File: src/rtl/kbq_pkg.sv
package kbq_pkg;

	// character queue geometry
	localparam int QUEUE_DEPTH = 64;
	localparam int QPTR_W      = $clog2(QUEUE_DEPTH);
	localparam int FILL_W      = $clog2(QUEUE_DEPTH + 1);
	localparam int SUM_W       = FILL_W + 1;

	// key bitmap size
	localparam int NUM_KEYCODES = 256;

	// queue between front and back
	localparam int IQ_DEPTH = 2;
	localparam int IQ_PTR_W = $clog2(IQ_DEPTH);
	localparam int IQ_CNT_W = $clog2(IQ_DEPTH + 1);

	// fixed field widths
	localparam int COUNT_W = 7;
	localparam int TICK_W  = 16;

	localparam logic [7:0] RESET_CODE     = 8'hFF;
	localparam logic [7:0] HID_A          = 8'd4;
	localparam logic [7:0] HID_1          = 8'd30;
	localparam logic [7:0] HID_0          = 8'd39;
	localparam logic [7:0] ASCII_A        = 8'h41;
	localparam logic [7:0] ASCII_1        = 8'h31;
	localparam logic [7:0] ASCII_0        = 8'h30;
	localparam logic [7:0] CASE_DIFF      = 8'h20;
	localparam logic [7:0] CTRL_CHAR_MASK = 8'h1F;

	// item kinds
	typedef enum logic [1:0] {
		CMD_KEY  = 2'd0,
		CMD_TICK = 2'd1,
		CMD_POP  = 2'd2,
		CMD_READ = 2'd3
	} cmd_t;

	// configuration register indexes
	typedef enum logic [1:0] {
		REG_REPEAT_START  = 2'd0,
		REG_REPEAT_PERIOD = 2'd1,
		REG_SHIFT_MASK    = 2'd2,
		REG_CONTROL_MASK  = 2'd3
	} reg_idx_t;

	typedef struct packed {
		logic [TICK_W-1:0] repeat_start;
		logic [TICK_W-1:0] repeat_period;
		logic [7:0]        shift_mask;
		logic [7:0]        control_mask;
	} kbq_cfg_t;

	// classified item handed from front to back
	typedef struct packed {
		cmd_t       cmd;
		logic       down;
		logic [7:0] code;
		logic [7:0] mods;
		logic [7:0] ch;
	} kbq_item_t;

	typedef struct packed {
		logic full;
		logic empty;
	} kbq_qstat_t;

	typedef struct packed {
		logic [7:0]         char_out;
		logic               char_available;
		logic [COUNT_W-1:0] fifo_count;
		logic               key_is_down;
		logic [7:0]         held_modifiers;
	} kbq_result_t;

	// US layout key to character
	function automatic logic [7:0] map_char(input logic [7:0] code, input logic shift,
		input logic ctrl);
		logic [7:0] c;
		begin
			c = 8'h00;
			if (code >= HID_A && code < HID_A + 8'd26) begin
				c = code - HID_A + ASCII_A;
				if (!shift) c = c + CASE_DIFF;
				if (ctrl) c = c & CTRL_CHAR_MASK;
			end else if (code >= HID_1 && code <= HID_0) begin
				if (shift) begin
					case (code)
						8'd30:   c = 8'h21;
						8'd31:   c = 8'h40;
						8'd32:   c = 8'h23;
						8'd33:   c = 8'h24;
						8'd34:   c = 8'h25;
						8'd35:   c = 8'h5E;
						8'd36:   c = 8'h26;
						8'd37:   c = 8'h2A;
						8'd38:   c = 8'h28;
						default: c = 8'h29;
					endcase
				end else if (code == HID_0) begin
					c = ASCII_0;
				end else begin
					c = code - HID_1 + ASCII_1;
				end
			end else begin
				case (code)
					// punctuation
					8'd45:   c = shift ? 8'h5F : 8'h2D;
					8'd46:   c = shift ? 8'h2B : 8'h3D;
					8'd47:   c = shift ? 8'h7B : 8'h5B;
					8'd48:   c = shift ? 8'h7D : 8'h5D;
					8'd49:   c = shift ? 8'h7C : 8'h5C;
					8'd50:   c = shift ? 8'h7E : 8'h23;
					8'd51:   c = shift ? 8'h3A : 8'h3B;
					8'd52:   c = shift ? 8'h22 : 8'h27;
					8'd53:   c = shift ? 8'h7E : 8'h60;
					8'd54:   c = shift ? 8'h3C : 8'h2C;
					8'd55:   c = shift ? 8'h3E : 8'h2E;
					8'd56:   c = shift ? 8'h3F : 8'h2F;
					8'd44:   c = 8'h20;
					8'd100:  c = shift ? 8'h7C : 8'h5C;
					// cursor and editing keys
					8'd80:   c = 8'd1;
					8'd79:   c = 8'd4;
					8'd73:   c = 8'd5;
					8'd78:   c = 8'd6;
					8'd77:   c = 8'd7;
					8'd76:   c = 8'd26;
					8'd43:   c = 8'd9;
					8'd40:   c = 8'd13;
					8'd75:   c = 8'd18;
					8'd81:   c = 8'd19;
					8'd74:   c = 8'd20;
					8'd82:   c = 8'd23;
					8'd41:   c = 8'd27;
					8'd42:   c = 8'd8;
					default: c = 8'h00;
				endcase
			end
			return c;
		end
	endfunction

endpackage

File: src/rtl/keyboard_event_queue_autorepeat.sv
// Keyboard event queue with typematic repeat. Items on the s_ side are key
// events, timer ticks, pops and key-state reads (kind in s_tuser); each gives
// exactly one result on the m_ side. The block takes one item per clock while
// the item queue has room: the front maps a press to a character in the accept
// cycle, a two-entry queue holds the classified item, and the back end, while
// the result register is free, applies one item per clock to the key bitmap,
// the 64-entry character memory and the repeat countdown, then loads the
// result register. Back-pressure on m_tready fills the queue and then drops
// s_tready. No clearing pass is needed after reset. Configuration writes
// are taken at any time but must be made while no item is in flight.
module keyboard_event_queue_autorepeat (
	input  logic        clk,
	input  logic        arst_n,
	// configuration write channel
	input  logic        cfg_valid,
	output logic        cfg_ready,
	input  logic [1:0]  cfg_index,
	input  logic [15:0] cfg_data,
	// input items
	input  logic        s_tvalid,
	output logic        s_tready,
	input  logic [23:0] s_tdata,   // pressed[0], key_code[8:1], modifier_bits[16:9], zero pad
	input  logic [1:0]  s_tuser,   // command[1:0]
	// result items
	output logic        m_tvalid,
	input  logic        m_tready,
	output logic [31:0] m_tdata    // char_out[7:0], char_available[8], fifo_count[15:9],
	                               // key_is_down[16], held_modifiers[24:17], zero pad
);
	import kbq_pkg::*;

	kbq_cfg_t    cfg_q;
	kbq_qstat_t  q_stat;
	kbq_item_t   push_item;
	kbq_item_t   head_item;
	kbq_result_t result;
	logic        q_push;
	logic        q_pop;

	// configuration registers
	assign cfg_ready = 1'b1;

	always_ff @(posedge clk or negedge arst_n) begin
		if (!arst_n) begin
			cfg_q.repeat_start  <= 16'd500;
			cfg_q.repeat_period <= 16'd50;
			cfg_q.shift_mask    <= 8'h22;
			cfg_q.control_mask  <= 8'h11;
		end else if (cfg_valid) begin
			unique case (reg_idx_t'(cfg_index))
				REG_REPEAT_START:  cfg_q.repeat_start  <= cfg_data;
				REG_REPEAT_PERIOD: cfg_q.repeat_period <= cfg_data;
				REG_SHIFT_MASK:    cfg_q.shift_mask    <= cfg_data[7:0];
				REG_CONTROL_MASK:  cfg_q.control_mask  <= cfg_data[7:0];
				default: ;
			endcase
		end
	end

	kbq_front u_front (
		.in_valid      (s_tvalid),
		.in_ready      (s_tready),
		.cmd           (cmd_t'(s_tuser)),
		.pressed       (s_tdata[0]),
		.key_code      (s_tdata[8:1]),
		.modifier_bits (s_tdata[16:9]),
		.cfg           (cfg_q),
		.q_stat        (q_stat),
		.q_push        (q_push),
		.q_item        (push_item)
	);

	kbq_queue u_queue (
		.clk       (clk),
		.arst_n    (arst_n),
		.push      (q_push),
		.push_item (push_item),
		.pop       (q_pop),
		.head_item (head_item),
		.stat      (q_stat)
	);

	kbq_back u_back (
		.clk       (clk),
		.arst_n    (arst_n),
		.cfg       (cfg_q),
		.q_stat    (q_stat),
		.q_item    (head_item),
		.q_pop     (q_pop),
		.out_valid (m_tvalid),
		.out_ready (m_tready),
		.result    (result)
	);

	assign m_tdata = {7'd0, result.held_modifiers, result.key_is_down, result.fifo_count,
		result.char_available, result.char_out};

	// the character count never exceeds the memory depth
	a_count_bound: assert property (@(posedge clk) disable iff (!arst_n)
		m_tvalid |-> (m_tdata[15:9] <= COUNT_W'(QUEUE_DEPTH)))
		else $error("fifo_count above queue depth");

	// availability flag agrees with the count
	a_avail_match: assert property (@(posedge clk) disable iff (!arst_n)
		m_tvalid |-> (m_tdata[8] == (m_tdata[15:9] != '0)))
		else $error("char_available disagrees with fifo_count");

	// a popped character leaves room behind it
	a_pop_room: assert property (@(posedge clk) disable iff (!arst_n)
		(m_tvalid && (m_tdata[7:0] != 8'h00)) |-> (m_tdata[15:9] != COUNT_W'(QUEUE_DEPTH)))
		else $error("pop reported with a full queue");

	// the front never pushes into a full queue
	a_no_overflow: assert property (@(posedge clk) disable iff (!arst_n)
		q_stat.full |-> !s_tready)
		else $error("input accepted with the item queue full");

endmodule

File: src/rtl/kbq_front.sv
module kbq_front (
	input  logic                in_valid,
	output logic                in_ready,
	input  kbq_pkg::cmd_t       cmd,
	input  logic                pressed,
	input  logic [7:0]          key_code,
	input  logic [7:0]          modifier_bits,
	input  kbq_pkg::kbq_cfg_t   cfg,
	input  kbq_pkg::kbq_qstat_t q_stat,
	output logic                q_push,
	output kbq_pkg::kbq_item_t  q_item
);
	import kbq_pkg::*;

	logic shift;
	logic ctrl;

	// modifier classification
	assign shift = |(modifier_bits & cfg.shift_mask);
	assign ctrl  = |(modifier_bits & cfg.control_mask);

	// take an item whenever the queue has room
	assign in_ready = !q_stat.full;
	assign q_push   = in_valid && !q_stat.full;

	// map presses to characters up front
	always_comb begin
		q_item.cmd  = cmd;
		q_item.down = pressed;
		q_item.code = key_code;
		q_item.mods = modifier_bits;
		q_item.ch   = 8'h00;
		if (cmd == CMD_KEY && pressed) q_item.ch = map_char(key_code, shift, ctrl);
	end

endmodule

File: src/rtl/kbq_queue.sv
module kbq_queue (
	input  logic                clk,
	input  logic                arst_n,
	input  logic                push,
	input  kbq_pkg::kbq_item_t  push_item,
	input  logic                pop,
	output kbq_pkg::kbq_item_t  head_item,
	output kbq_pkg::kbq_qstat_t stat
);
	import kbq_pkg::*;

	kbq_item_t           entry_q [IQ_DEPTH];
	logic [IQ_PTR_W-1:0] wr_ptr_q;
	logic [IQ_PTR_W-1:0] rd_ptr_q;
	logic [IQ_CNT_W-1:0] count_q;
	logic                do_push;
	logic                do_pop;

	assign stat.full  = (count_q == IQ_CNT_W'(IQ_DEPTH));
	assign stat.empty = (count_q == '0);
	assign head_item  = entry_q[rd_ptr_q];

	assign do_push = push && !stat.full;
	assign do_pop  = pop && !stat.empty;

	// pointers and count
	always_ff @(posedge clk or negedge arst_n) begin
		if (!arst_n) begin
			wr_ptr_q <= '0;
			rd_ptr_q <= '0;
			count_q  <= '0;
		end else begin
			if (do_push) begin
				wr_ptr_q <= (wr_ptr_q == IQ_PTR_W'(IQ_DEPTH - 1)) ? '0 : wr_ptr_q + 1'b1;
			end
			if (do_pop) begin
				rd_ptr_q <= (rd_ptr_q == IQ_PTR_W'(IQ_DEPTH - 1)) ? '0 : rd_ptr_q + 1'b1;
			end
			if (do_push && !do_pop) count_q <= count_q + 1'b1;
			else if (do_pop && !do_push) count_q <= count_q - 1'b1;
		end
	end

	// entry storage
	always_ff @(posedge clk) begin
		if (do_push) entry_q[wr_ptr_q] <= push_item;
	end

endmodule

File: src/rtl/kbq_back.sv
module kbq_back (
	input  logic                 clk,
	input  logic                 arst_n,
	input  kbq_pkg::kbq_cfg_t    cfg,
	input  kbq_pkg::kbq_qstat_t  q_stat,
	input  kbq_pkg::kbq_item_t   q_item,
	output logic                 q_pop,
	output logic                 out_valid,
	input  logic                 out_ready,
	output kbq_pkg::kbq_result_t result
);
	import kbq_pkg::*;

	logic [7:0]              char_mem [QUEUE_DEPTH];
	logic [NUM_KEYCODES-1:0] down_map_q;
	logic [7:0]              mod_q;
	logic [QPTR_W-1:0]       head_q;
	logic [FILL_W-1:0]       fill_q;
	logic [7:0]              rchar_q;
	logic [7:0]              rkey_q;
	logic [TICK_W-1:0]       cd_q;
	logic                    out_valid_q;

	logic [7:0]              rd_q;
	logic                    pop_hit_q;
	logic [FILL_W-1:0]       count_q;
	logic                    is_down_q;
	logic [7:0]              held_q;

	logic                    take;
	logic                    code_ok;
	logic                    push_req;
	logic                    push_en;
	logic [7:0]              push_data;
	logic [SUM_W-1:0]        wsum;
	logic [QPTR_W-1:0]       wr_addr;
	logic                    pop_hit;
	logic                    is_down;
	logic                    map_clr;
	logic                    map_wr;
	logic                    map_val;
	logic [QPTR_W-1:0]       head_d;
	logic [FILL_W-1:0]       fill_d;
	logic [7:0]              mod_d;
	logic [7:0]              rchar_d;
	logic [7:0]              rkey_d;
	logic [TICK_W-1:0]       cd_d;

	// one item per cycle when the result register is free
	assign take      = !q_stat.empty && (!out_valid_q || out_ready);
	assign q_pop     = take;
	assign out_valid = out_valid_q;
	assign code_ok   = (q_item.code != 8'h00) && (32'(q_item.code) < NUM_KEYCODES);

	// tail address, wrapped without a divider
	assign wsum    = SUM_W'(head_q) + SUM_W'(fill_q);
	assign wr_addr = (wsum >= SUM_W'(QUEUE_DEPTH)) ? QPTR_W'(wsum - SUM_W'(QUEUE_DEPTH))
		: QPTR_W'(wsum);
	assign push_en = take && push_req && (fill_q < FILL_W'(QUEUE_DEPTH));

	// item execution
	always_comb begin
		push_req  = 1'b0;
		push_data = 8'h00;
		pop_hit   = 1'b0;
		is_down   = 1'b0;
		map_clr   = 1'b0;
		map_wr    = 1'b0;
		map_val   = 1'b0;
		head_d    = head_q;
		fill_d    = fill_q;
		mod_d     = mod_q;
		rchar_d   = rchar_q;
		rkey_d    = rkey_q;
		cd_d      = cd_q;
		unique case (q_item.cmd)
			CMD_KEY: begin
				if (q_item.code == RESET_CODE) begin
					head_d  = '0;
					fill_d  = '0;
					map_clr = 1'b1;
				end else if (code_ok) begin
					map_wr  = 1'b1;
					map_val = q_item.down;
					if (q_item.down) begin
						mod_d = q_item.mods;
						if (q_item.ch != 8'h00) begin
							rchar_d   = q_item.ch;
							rkey_d    = q_item.code;
							push_req  = 1'b1;
							push_data = q_item.ch;
							cd_d      = cfg.repeat_start;
						end
					end else begin
						mod_d = 8'h00;
						if (q_item.code == rkey_q) rchar_d = 8'h00;
					end
				end
			end
			CMD_TICK: begin
				if (rchar_q != 8'h00) begin
					if (cd_q <= TICK_W'(1)) begin
						push_req  = 1'b1;
						push_data = rchar_q;
						cd_d      = cfg.repeat_period;
					end else begin
						cd_d = cd_q - 1'b1;
					end
				end
			end
			CMD_POP: begin
				if (fill_q != '0) begin
					pop_hit = 1'b1;
					head_d  = (head_q == QPTR_W'(QUEUE_DEPTH - 1)) ? '0 : head_q + 1'b1;
					fill_d  = fill_q - 1'b1;
				end
			end
			CMD_READ: begin
				if (32'(q_item.code) < NUM_KEYCODES) is_down = down_map_q[q_item.code];
			end
			default: ;
		endcase
		if (push_req && fill_q < FILL_W'(QUEUE_DEPTH)) fill_d = fill_q + 1'b1;
	end

	// control state and result valid
	always_ff @(posedge clk or negedge arst_n) begin
		if (!arst_n) begin
			down_map_q  <= '0;
			mod_q       <= '0;
			head_q      <= '0;
			fill_q      <= '0;
			rchar_q     <= '0;
			rkey_q      <= '0;
			cd_q        <= '0;
			out_valid_q <= 1'b0;
		end else begin
			if (take) begin
				if (map_clr) down_map_q <= '0;
				else if (map_wr) down_map_q[q_item.code] <= map_val;
				mod_q       <= mod_d;
				head_q      <= head_d;
				fill_q      <= fill_d;
				rchar_q     <= rchar_d;
				rkey_q      <= rkey_d;
				cd_q        <= cd_d;
				out_valid_q <= 1'b1;
			end else if (out_ready) begin
				out_valid_q <= 1'b0;
			end
		end
	end

	// character memory, registered read into the result
	always_ff @(posedge clk) begin
		if (push_en) char_mem[wr_addr] <= push_data;
		if (take) rd_q <= char_mem[head_q];
	end

	// result payload
	always_ff @(posedge clk) begin
		if (take) begin
			pop_hit_q <= pop_hit;
			count_q   <= fill_d;
			is_down_q <= is_down;
			held_q    <= mod_d;
		end
	end

	assign result.char_out       = pop_hit_q ? rd_q : 8'h00;
	assign result.char_available = (count_q != '0);
	assign result.fifo_count     = COUNT_W'(count_q);
	assign result.key_is_down    = is_down_q;
	assign result.held_modifiers = held_q;

endmodule

File: config.mk
export PLATFORM = sky130hd
export DESIGN_NAME = keyboard_event_queue_autorepeat
export DESIGN_NICKNAME = d
export VERILOG_FILES = /design/src/rtl/kbq_pkg.sv /design/src/rtl/keyboard_event_queue_autorepeat.sv /design/src/rtl/kbq_front.sv /design/src/rtl/kbq_queue.sv /design/src/rtl/kbq_back.sv
export SDC_FILE = /design/constraint.sdc
export NUM_CORES = 2
export LEC_CHECK = 0
export BUFFER_PORTS_ARGS = -buffer_cell sky130_fd_sc_hd__buf_2
export CELL_PAD_IN_SITES_DETAIL_PLACEMENT = 0
export CELL_PAD_IN_SITES_GLOBAL_PLACEMENT = 1
export CORE_AREA = 4 4 355 357
export DETAILED_ROUTE_END_ITERATION = 10
export DIE_AREA = 0 0 359 361
export GPL_TIMING_DRIVEN = 0
export PLACE_DENSITY = 0.64
export SYNTH_ARGS = -nofsm -noshare
export SYNTH_HDL_FRONTEND = slang
export SYNTH_SLANG_ARGS = --single-unit
export TNS_END_PERCENT = 30
File: constraint.sdc
create_clock -name clk -period 7 [get_ports clk]
set_input_delay 1.05 -clock clk [delete_from_list [all_inputs] [get_ports clk]]
set_output_delay 1.05 -clock clk [all_outputs]
set_load 0.03 [all_outputs]
Yosys cells after proc, flatten, opt, wreduce, memory -nomap -nowiden
Memories as Yosys holds them, arrays and structs flattened. A register that Yosys moved wholly into a read port is not among the register bits.
Index checks and enable logic that the tools add are counted.
Widths: inputs -> output; s select.
- output and inout port bits: 35
- word-level logic and storage cells: 235
- input bits: 49
- memories: 2
- register bits after elaboration: 379
- RAM bits: 566
- equal/unequal tests: 56
- bitwise gates (word level): 3
- $lt $le $gt $ge: 9
- multiplexer cells: 85
- reduce and logical (&&, ||, !) cells: 46
- add/subtract/negate cells: 15
- memories (name ; depth ; width ; rd ports ; clocked after memory_dff ; write ports ; RTL line ; RTL):
    u_back.char_mem ; 64 ; 8 ; 1 ; 1 ; 1 ; kbq_back.sv:14 ; logic [7:0] char_mem [QUEUE_DEPTH];
    u_queue.entry_q ; 2 ; 27 ; 1 ; 0 ; 1 ; kbq_queue.sv:12 ; kbq_item_t entry_q [IQ_DEPTH];
- operators by type and width (kind ; number):
    $mux 256 ; 2
    $bwmux 256 ; 1
    $pmux 8 s27 ; 1
    $eq 8x6->1 const B ; 25
    $mux 8 ; 21
    $mux 16 ; 6
    $eq 8x7->1 const B ; 11
    $pmux 7 s9 ; 1
    $mux 6 ; 7
    $mux 7 ; 5
    $pmux 16 s2 ; 1
    $mux 1 ; 26
    $mux 5 ; 5
    $reduce_bool 8->1 ; 3
    $add 8x6->8 const B ; 2
    $and 8x8->8 ; 2
    $eq 8x5->1 const B ; 2
    $le 16x1->1 const B ; 1
    $pmux 8 s2 ; 1
    $reduce_or 8->1 ; 2
    $sub 16x1->16 const B ; 1
    $pmux 7 s2 ; 1
    $reduce_bool 7->1 ; 2
    $logic_and 1x1->1 ; 13
    42 further kinds ; 72

Longest topological paths before layout
An unclocked memory read counts as a cell.
- depth after elaboration: 11
- gate-level depth with buffers: 14

Modules after synthesis
Synthesis repeated with hierarchy kept, for this count alone.
- cell total of the unflattened synthesis: 3174
- area, all modules: 43262.7 um^2
- by module, submodules not included (module ; sequential area each (um^2) ; times used ; cells each ; area an instance (um^2)):
    kbq_back ; 23882.9 ; 1 ; 2721 ; 37539.8
    kbq_queue ; 1721.7 ; 1 ; 103 ; 2244.7
    keyboard_event_queue_autorepeat ; 1217.4 ; 1 ; 112 ; 1886.8
    kbq_front ; 0.0 ; 1 ; 238 ; 1591.5

Least setup slack after synthesis
Ideal clock, no wire load.
- kind: reg2reg
- start: register u_queue.rd_ptr_q
- end: memory u_back.char_mem[0][3], data pin
- slack: 1.528 ns
- cell stages (with the launch flop): 9
- data required time: 6.298 ns
- data arrival time: 4.771 ns
- setup time: 0.702 ns
- path through: dfrtp_1 > clkbuf_1 > buf_2 > buf_2 > buf_2 > buf_1 > clkbuf_1 > mux2i_1 > o21ai_0
- cells in the longest elaborated chain, start to end: 7
- elaborated cells between the ends (all ways): 11
- those cells by class: 2 x eq/ne; 5 x mux; 3 x reduce/logical; 1 x memory
- RTL lines (item ; RTL line ; RTL):
    start: declaration ; kbq_queue.sv:14 ; logic [IQ_PTR_W-1:0] rd_ptr_q;
    start signal: assignment ; kbq_queue.sv:37 ; rd_ptr_q <= (rd_ptr_q == IQ_PTR_W'(IQ_DEPTH - 1)) ? '0 : rd_ptr_q + 1'b1;
    $mem_v2 2x27 (*) ; n/a ;
    $reduce_bool 8->1 ; kbq_back.sv:87 ; if (q_item.ch != 8'h00) begin
    $mux 8 ; kbq_back.sv:87 ;
    $mux 8 ; kbq_back.sv:85 ; if (q_item.down) begin
    $mux 8 ; kbq_back.sv:82 ; end else if (code_ok) begin
    $mux 8 ; kbq_back.sv:78 ; if (q_item.code == RESET_CODE) begin
    $pmux 8 s2 (*) ; kbq_back.sv:76 ; unique case (q_item.cmd)
    net u_back.push_data[3] ; kbq_back.sv:34 ; logic [7:0] push_data;
    end: declaration ; kbq_back.sv:14 ;
The timed path passes the listed nets; every way through them passes the cells marked *.

Worst setup path after layout
- start: register u_queue.rd_ptr_q
- end: register u_back.down_map_q[244]
- cells in the longest elaborated chain, start to end: 8
- elaborated cells between the ends (all ways): 22
- those cells by class: 2 x order compare; 1 x eq/ne; 13 x mux; 5 x reduce/logical; 1 x memory
- RTL lines (item ; RTL line ; RTL):
    $mem_v2 2x27 (*) ; n/a ;
    $lt 8x9->1 (implied by the code) (tied with other cells) ; kbq_back.sv:140 ; else if (map_wr) down_map_q[q_item.code] <= map_val;
    $logic_and 1x1->1 (implied by the code) or $mux 1 (tied branches) ; kbq_back.sv:140, kbq_back.sv:82 ;
    $mux 1 (on tied branches) ; kbq_back.sv:140, kbq_back.sv:78 ;
    $demux 1 s8 or $mux 1 (tied branches) ; n/a ;
    $bwmux 256 ; kbq_back.sv:140 ;
    $mux 256 ; kbq_back.sv:140 ;
    $mux 256 ; kbq_back.sv:139 ; if (map_clr) down_map_q <= '0;
    end signal: indexed assignment ; kbq_back.sv:140 ;
    end: declaration ; kbq_back.sv:15 ; logic [NUM_KEYCODES-1:0] down_map_q;
Every way passes the cells marked *; elsewhere a longest branch is shown, timed or not. The select of a mux whose other input is x is not followed.
A chain may end at the register's enable or synchronous reset.

==> metrics.md <==
| Metric | Value |
|---|---|
| R2R cell count | 10 |
| Core Region | around 120000 um2 |
| First-pass GRT wire length | roughly 220 mm |
| Row count | ~130 |
| R2r setup slk | ~1.6 ns |
| CP Cell Sequence | clkbuf_1 > buf_2 > buf_2 > buf_2 > a21oi_1 > nor2_1 > nand2_1 > clkbuf_1 > o211ai_1 > o21ai_0 |
| #FFs+latches synth | about 950 |
| Synth Area in Adders | 0.5430% |
| Slowest cell on crit path | nand2_1 |
| Worst-Margin Slew | approximately 1.5 ns |
| Largest family of logic cells by synthesized area | compound AO/OA/AOI/OAI gates |
| Most common flop cell mapped by yosys | edfxtp_1 |
| CP max stage delay | 1.11 ns |
| Post-CTS Hold Fix Bufs | 0 |
| Port Buffer Count | 68 |
| Largest net degree at the start of global routing | 110 |
| Layout cells sized above 1 | 12.74% |
| Post-CTS resize count | 0 |
| Worst skew pair latency | about 0.69 ns |
| GR Overflow Total | 0 |
| Worst slew margin | less than 1% |
| MaxCap Viol Count | 1 |
| Total power draw | 18.30 mW |
| Post-Route WL | between 100 and 150 mm |
| Number of setup violations in the final report | 0 |
| Drt pass-1 iters | 6 |
| 1st-iter DRT viols | 3845 |
| Worst path arrival time | just under 6 ns |
| CTS tree | done |
| RD Place Congestion | 0.9361 |
| FFs w/ async S/R, synth | 37.99% |
| Top cell family by delay on the critical path | simple AND/OR/NAND/NOR gates |
| Post-route DRC | 0 |
| Fin crit share | between 70% and 80% |
| Leading cell type in the layout, fill and taps excluded | edfxtp_1 |
| Wire per inst | 28.07 um |
| Startpoint class of the critical path | flop |
| Worst reg2reg path startpoint | u_queue.rd_ptr_q$_DFFE_PN0P_ |
| Post-DP HPWL | about 100 mm |
| Buffers plus inverters on the worst setup path | 5 |
| Max Slew Vio Count | 0 |
| Leakage | around 17 nW |
| Failing checks | max-capacitance violations |
| Mux share of post-synthesis cell area | ~11% |
| Synth Area in Simple Gates | roughly 7.7% |
| Fmax | around 0.18 GHz |
| Setup TNS | 0 ns |
| Die Y | roughly 360 um |
| Clock transition at path regs | around 0.06 ns |
| Post-Synth XOR/XNOR Area | less than 1% |
| Antenna viol nets, final | 0 |
| Synth top area cells | edfxtp_1, dfrtp_1, mux4_2 |
| Largest buffer count on any clock path | 3 |
| Clock sinks | around 950 |
| Post-layout util | 40.09% |
| Most frequent cells in the layout | edfxtp_1, o21ai_0, dfrtp_1 |
| CTS root buf | clkbuf_16 |
| Critical Path Most Common Cell | buf_2 |
| Post-layout min period | between 5 and 6 ns |
| Initial antenna violation count | 3 |
| Crit Path Max Fanout | 10 |
| Die Width | ~360 um |
| TritonCTS Buffers | 103 |
| Share of the synthesized area in the top cell type | 41.41% |
| Synth Area in Compound Gates | roughly 15% |
| Final Skew | 0.04787 ns |
| Placed insts | 5124 |
| GRT Overall Usage | between 20 and 25% |
| Avg Inst Size Synth | ~13 um2 |
| Hold slack | 0.2981 ns |
| Outcome | complete, but fails checks |
| Hold Fails Final Rpt | 0 |
| Required @ worst endpoint | between 7 and 8 ns |
| Number of flops mapped to enable cells by yosys | between 500 and 600 |
| Reg2reg end | u_back.down_map_q[244]$_DFFE_PN0P_ |
| Ports | 84 |
| Final Non-Filler Cells | about 5.3k |
| Synthesized area | 42860 um2 |
| Power Density | 371.2 nW/um2 |
| Layout area overhead | 15.06% |
| RSZ-0062 raised after global routing | false |
| H-tree depth | 3 |
| NumNets Final | around 3.7k |
| Vias per cell | 5.830 |
| Post-synthesis cell type count | 79 |
| Vias in the first global route | 30.53k |
| Area of the die | approximately 130000 um2 |
| Crit path kind | reg -> reg |
| Crit end category | flop |
| Routed via count | 31.01k |
| Number of synthesis warnings | 0 |
| Hold Crit Class | in -> async |
| Post-Syn Instances | 3397 |
| Sequential area share after synthesis | between 60% and 70% |
| VDD IR max | roughly 0.21 mV |
| Cell taking the most area after synthesis | edfxtp_1 |
| Post-CTS Setup Repair Bufs | 0 |
| Starting density of the core | a little over a third |
==> synth_stat cells, types with 60 or more instances <==
cell and n:
o21ai_0 406, nand2_1 292, o211ai_1 151, mux4_2 96, o221ai_1 66, nor2_1 223
mux2_2 60, clkbuf_1 190, edfxtp_1 591, mux2i_1 191, a21oi_1 214, dfrtp_1 349
==> sequential cells by signal (all words and copies together) (netlist names), 8 cells and up <==
name,cells
u_back.rd_q,8
u_back.held_q,8
cfg_q,48
u_back.rkey_q,8
u_queue.entry_q,54
u_back.char_mem,512
u_back.rchar_q,8
u_back.mod_q,8
u_back.down_map_q,256
u_back.cd_q,16
==> per-stage QoR <==
step                setup slack, ns  instance area [um2]
detailed placement            1.876                45730
CTS                           1.842                49290
global route                  1.439                49310
floorplan                     1.528                42880
global placement             -3.020                45270
finish                        1.583                49310
==> layout make-up <==
| class | count | area (um2) |
|---|---|---|
| clock inverters | 63 | 787.0 |
| diodes | 2 | 5.005 |
| flip-flops and latches | 953 | 26820 |
| plain buffers | 248 | 991.0 |
| well taps | 1637 | 2048 |
| inverters | 19 | 71.32 |
| multi-input cells | 2183 | 15100 |
| repair buffers | 85 | 716.9 |
| fillers | 11771 | 73680 |
| clock buffers | 130 | 2770 |
==> worst max-delay path by stage <==
stage,startpoint,to,slack [ns],cells after the start
finish,u_queue.rd_ptr_q$_DFFE_PN0P_,u_back.down_map_q[244]$_DFFE_PN0P_,1.58,10
global route,u_queue.rd_ptr_q$_DFFE_PN0P_,u_back.down_map_q[26]$_DFFE_PN0P_,1.44,11
CTS,u_queue.rd_ptr_q$_DFFE_PN0P_,u_back.down_map_q[162]$_DFFE_PN0P_,1.84,13
detailed placement,u_queue.rd_ptr_q$_DFFE_PN0P_,u_back.down_map_q[162]$_DFFE_PN0P_,1.88,13
global placement,arst_n,cfg_q[42]$_DFFE_PN0P_,-3.02,1
floorplan,u_queue.rd_ptr_q$_DFFE_PN0P_,u_back.char_mem[0][3]$_DFFE_PP_,1.53,8
==> power breakdown <==
| part | internal [mW] | total [mW] | leakage [nW] | switching [mW] |
|---|---|---|---|---|
| logic | 1.66 | 5.65 | 5.02 | 4.00 |
| registers | 6.59 | 6.89 | 10.3 | 0.304 |
| clock network | 3.40 | 5.76 | 1.73 | 2.35 |
==> kinds of logic after synthesis <==
logic type | Yosys count
and+or+nand+nor | 739
xor gates and xnor gates | 41
muxes | 347
other | 2
AOI/OAI and AO/OA | 1030
DFF | 953
buffers and inverters | 267
adders and majority gates | 18
==> per-layer routing <==
metal | share of wire (%) | wire (um) | GRT usage (%) | up-vias
met4 | 4.8 | 7127 | 9.663 | 0
met2 | 45 | 67350 | 34.84 | 1410
met5 | 0 | 0 | 0 | -
li1 | - | - | - | 13463
met1 | 43 | 63560 | 30.95 | 15794
met3 | 7.6 | 11300 | 4.330 | 347
Power figures use the tool's default switching activity.
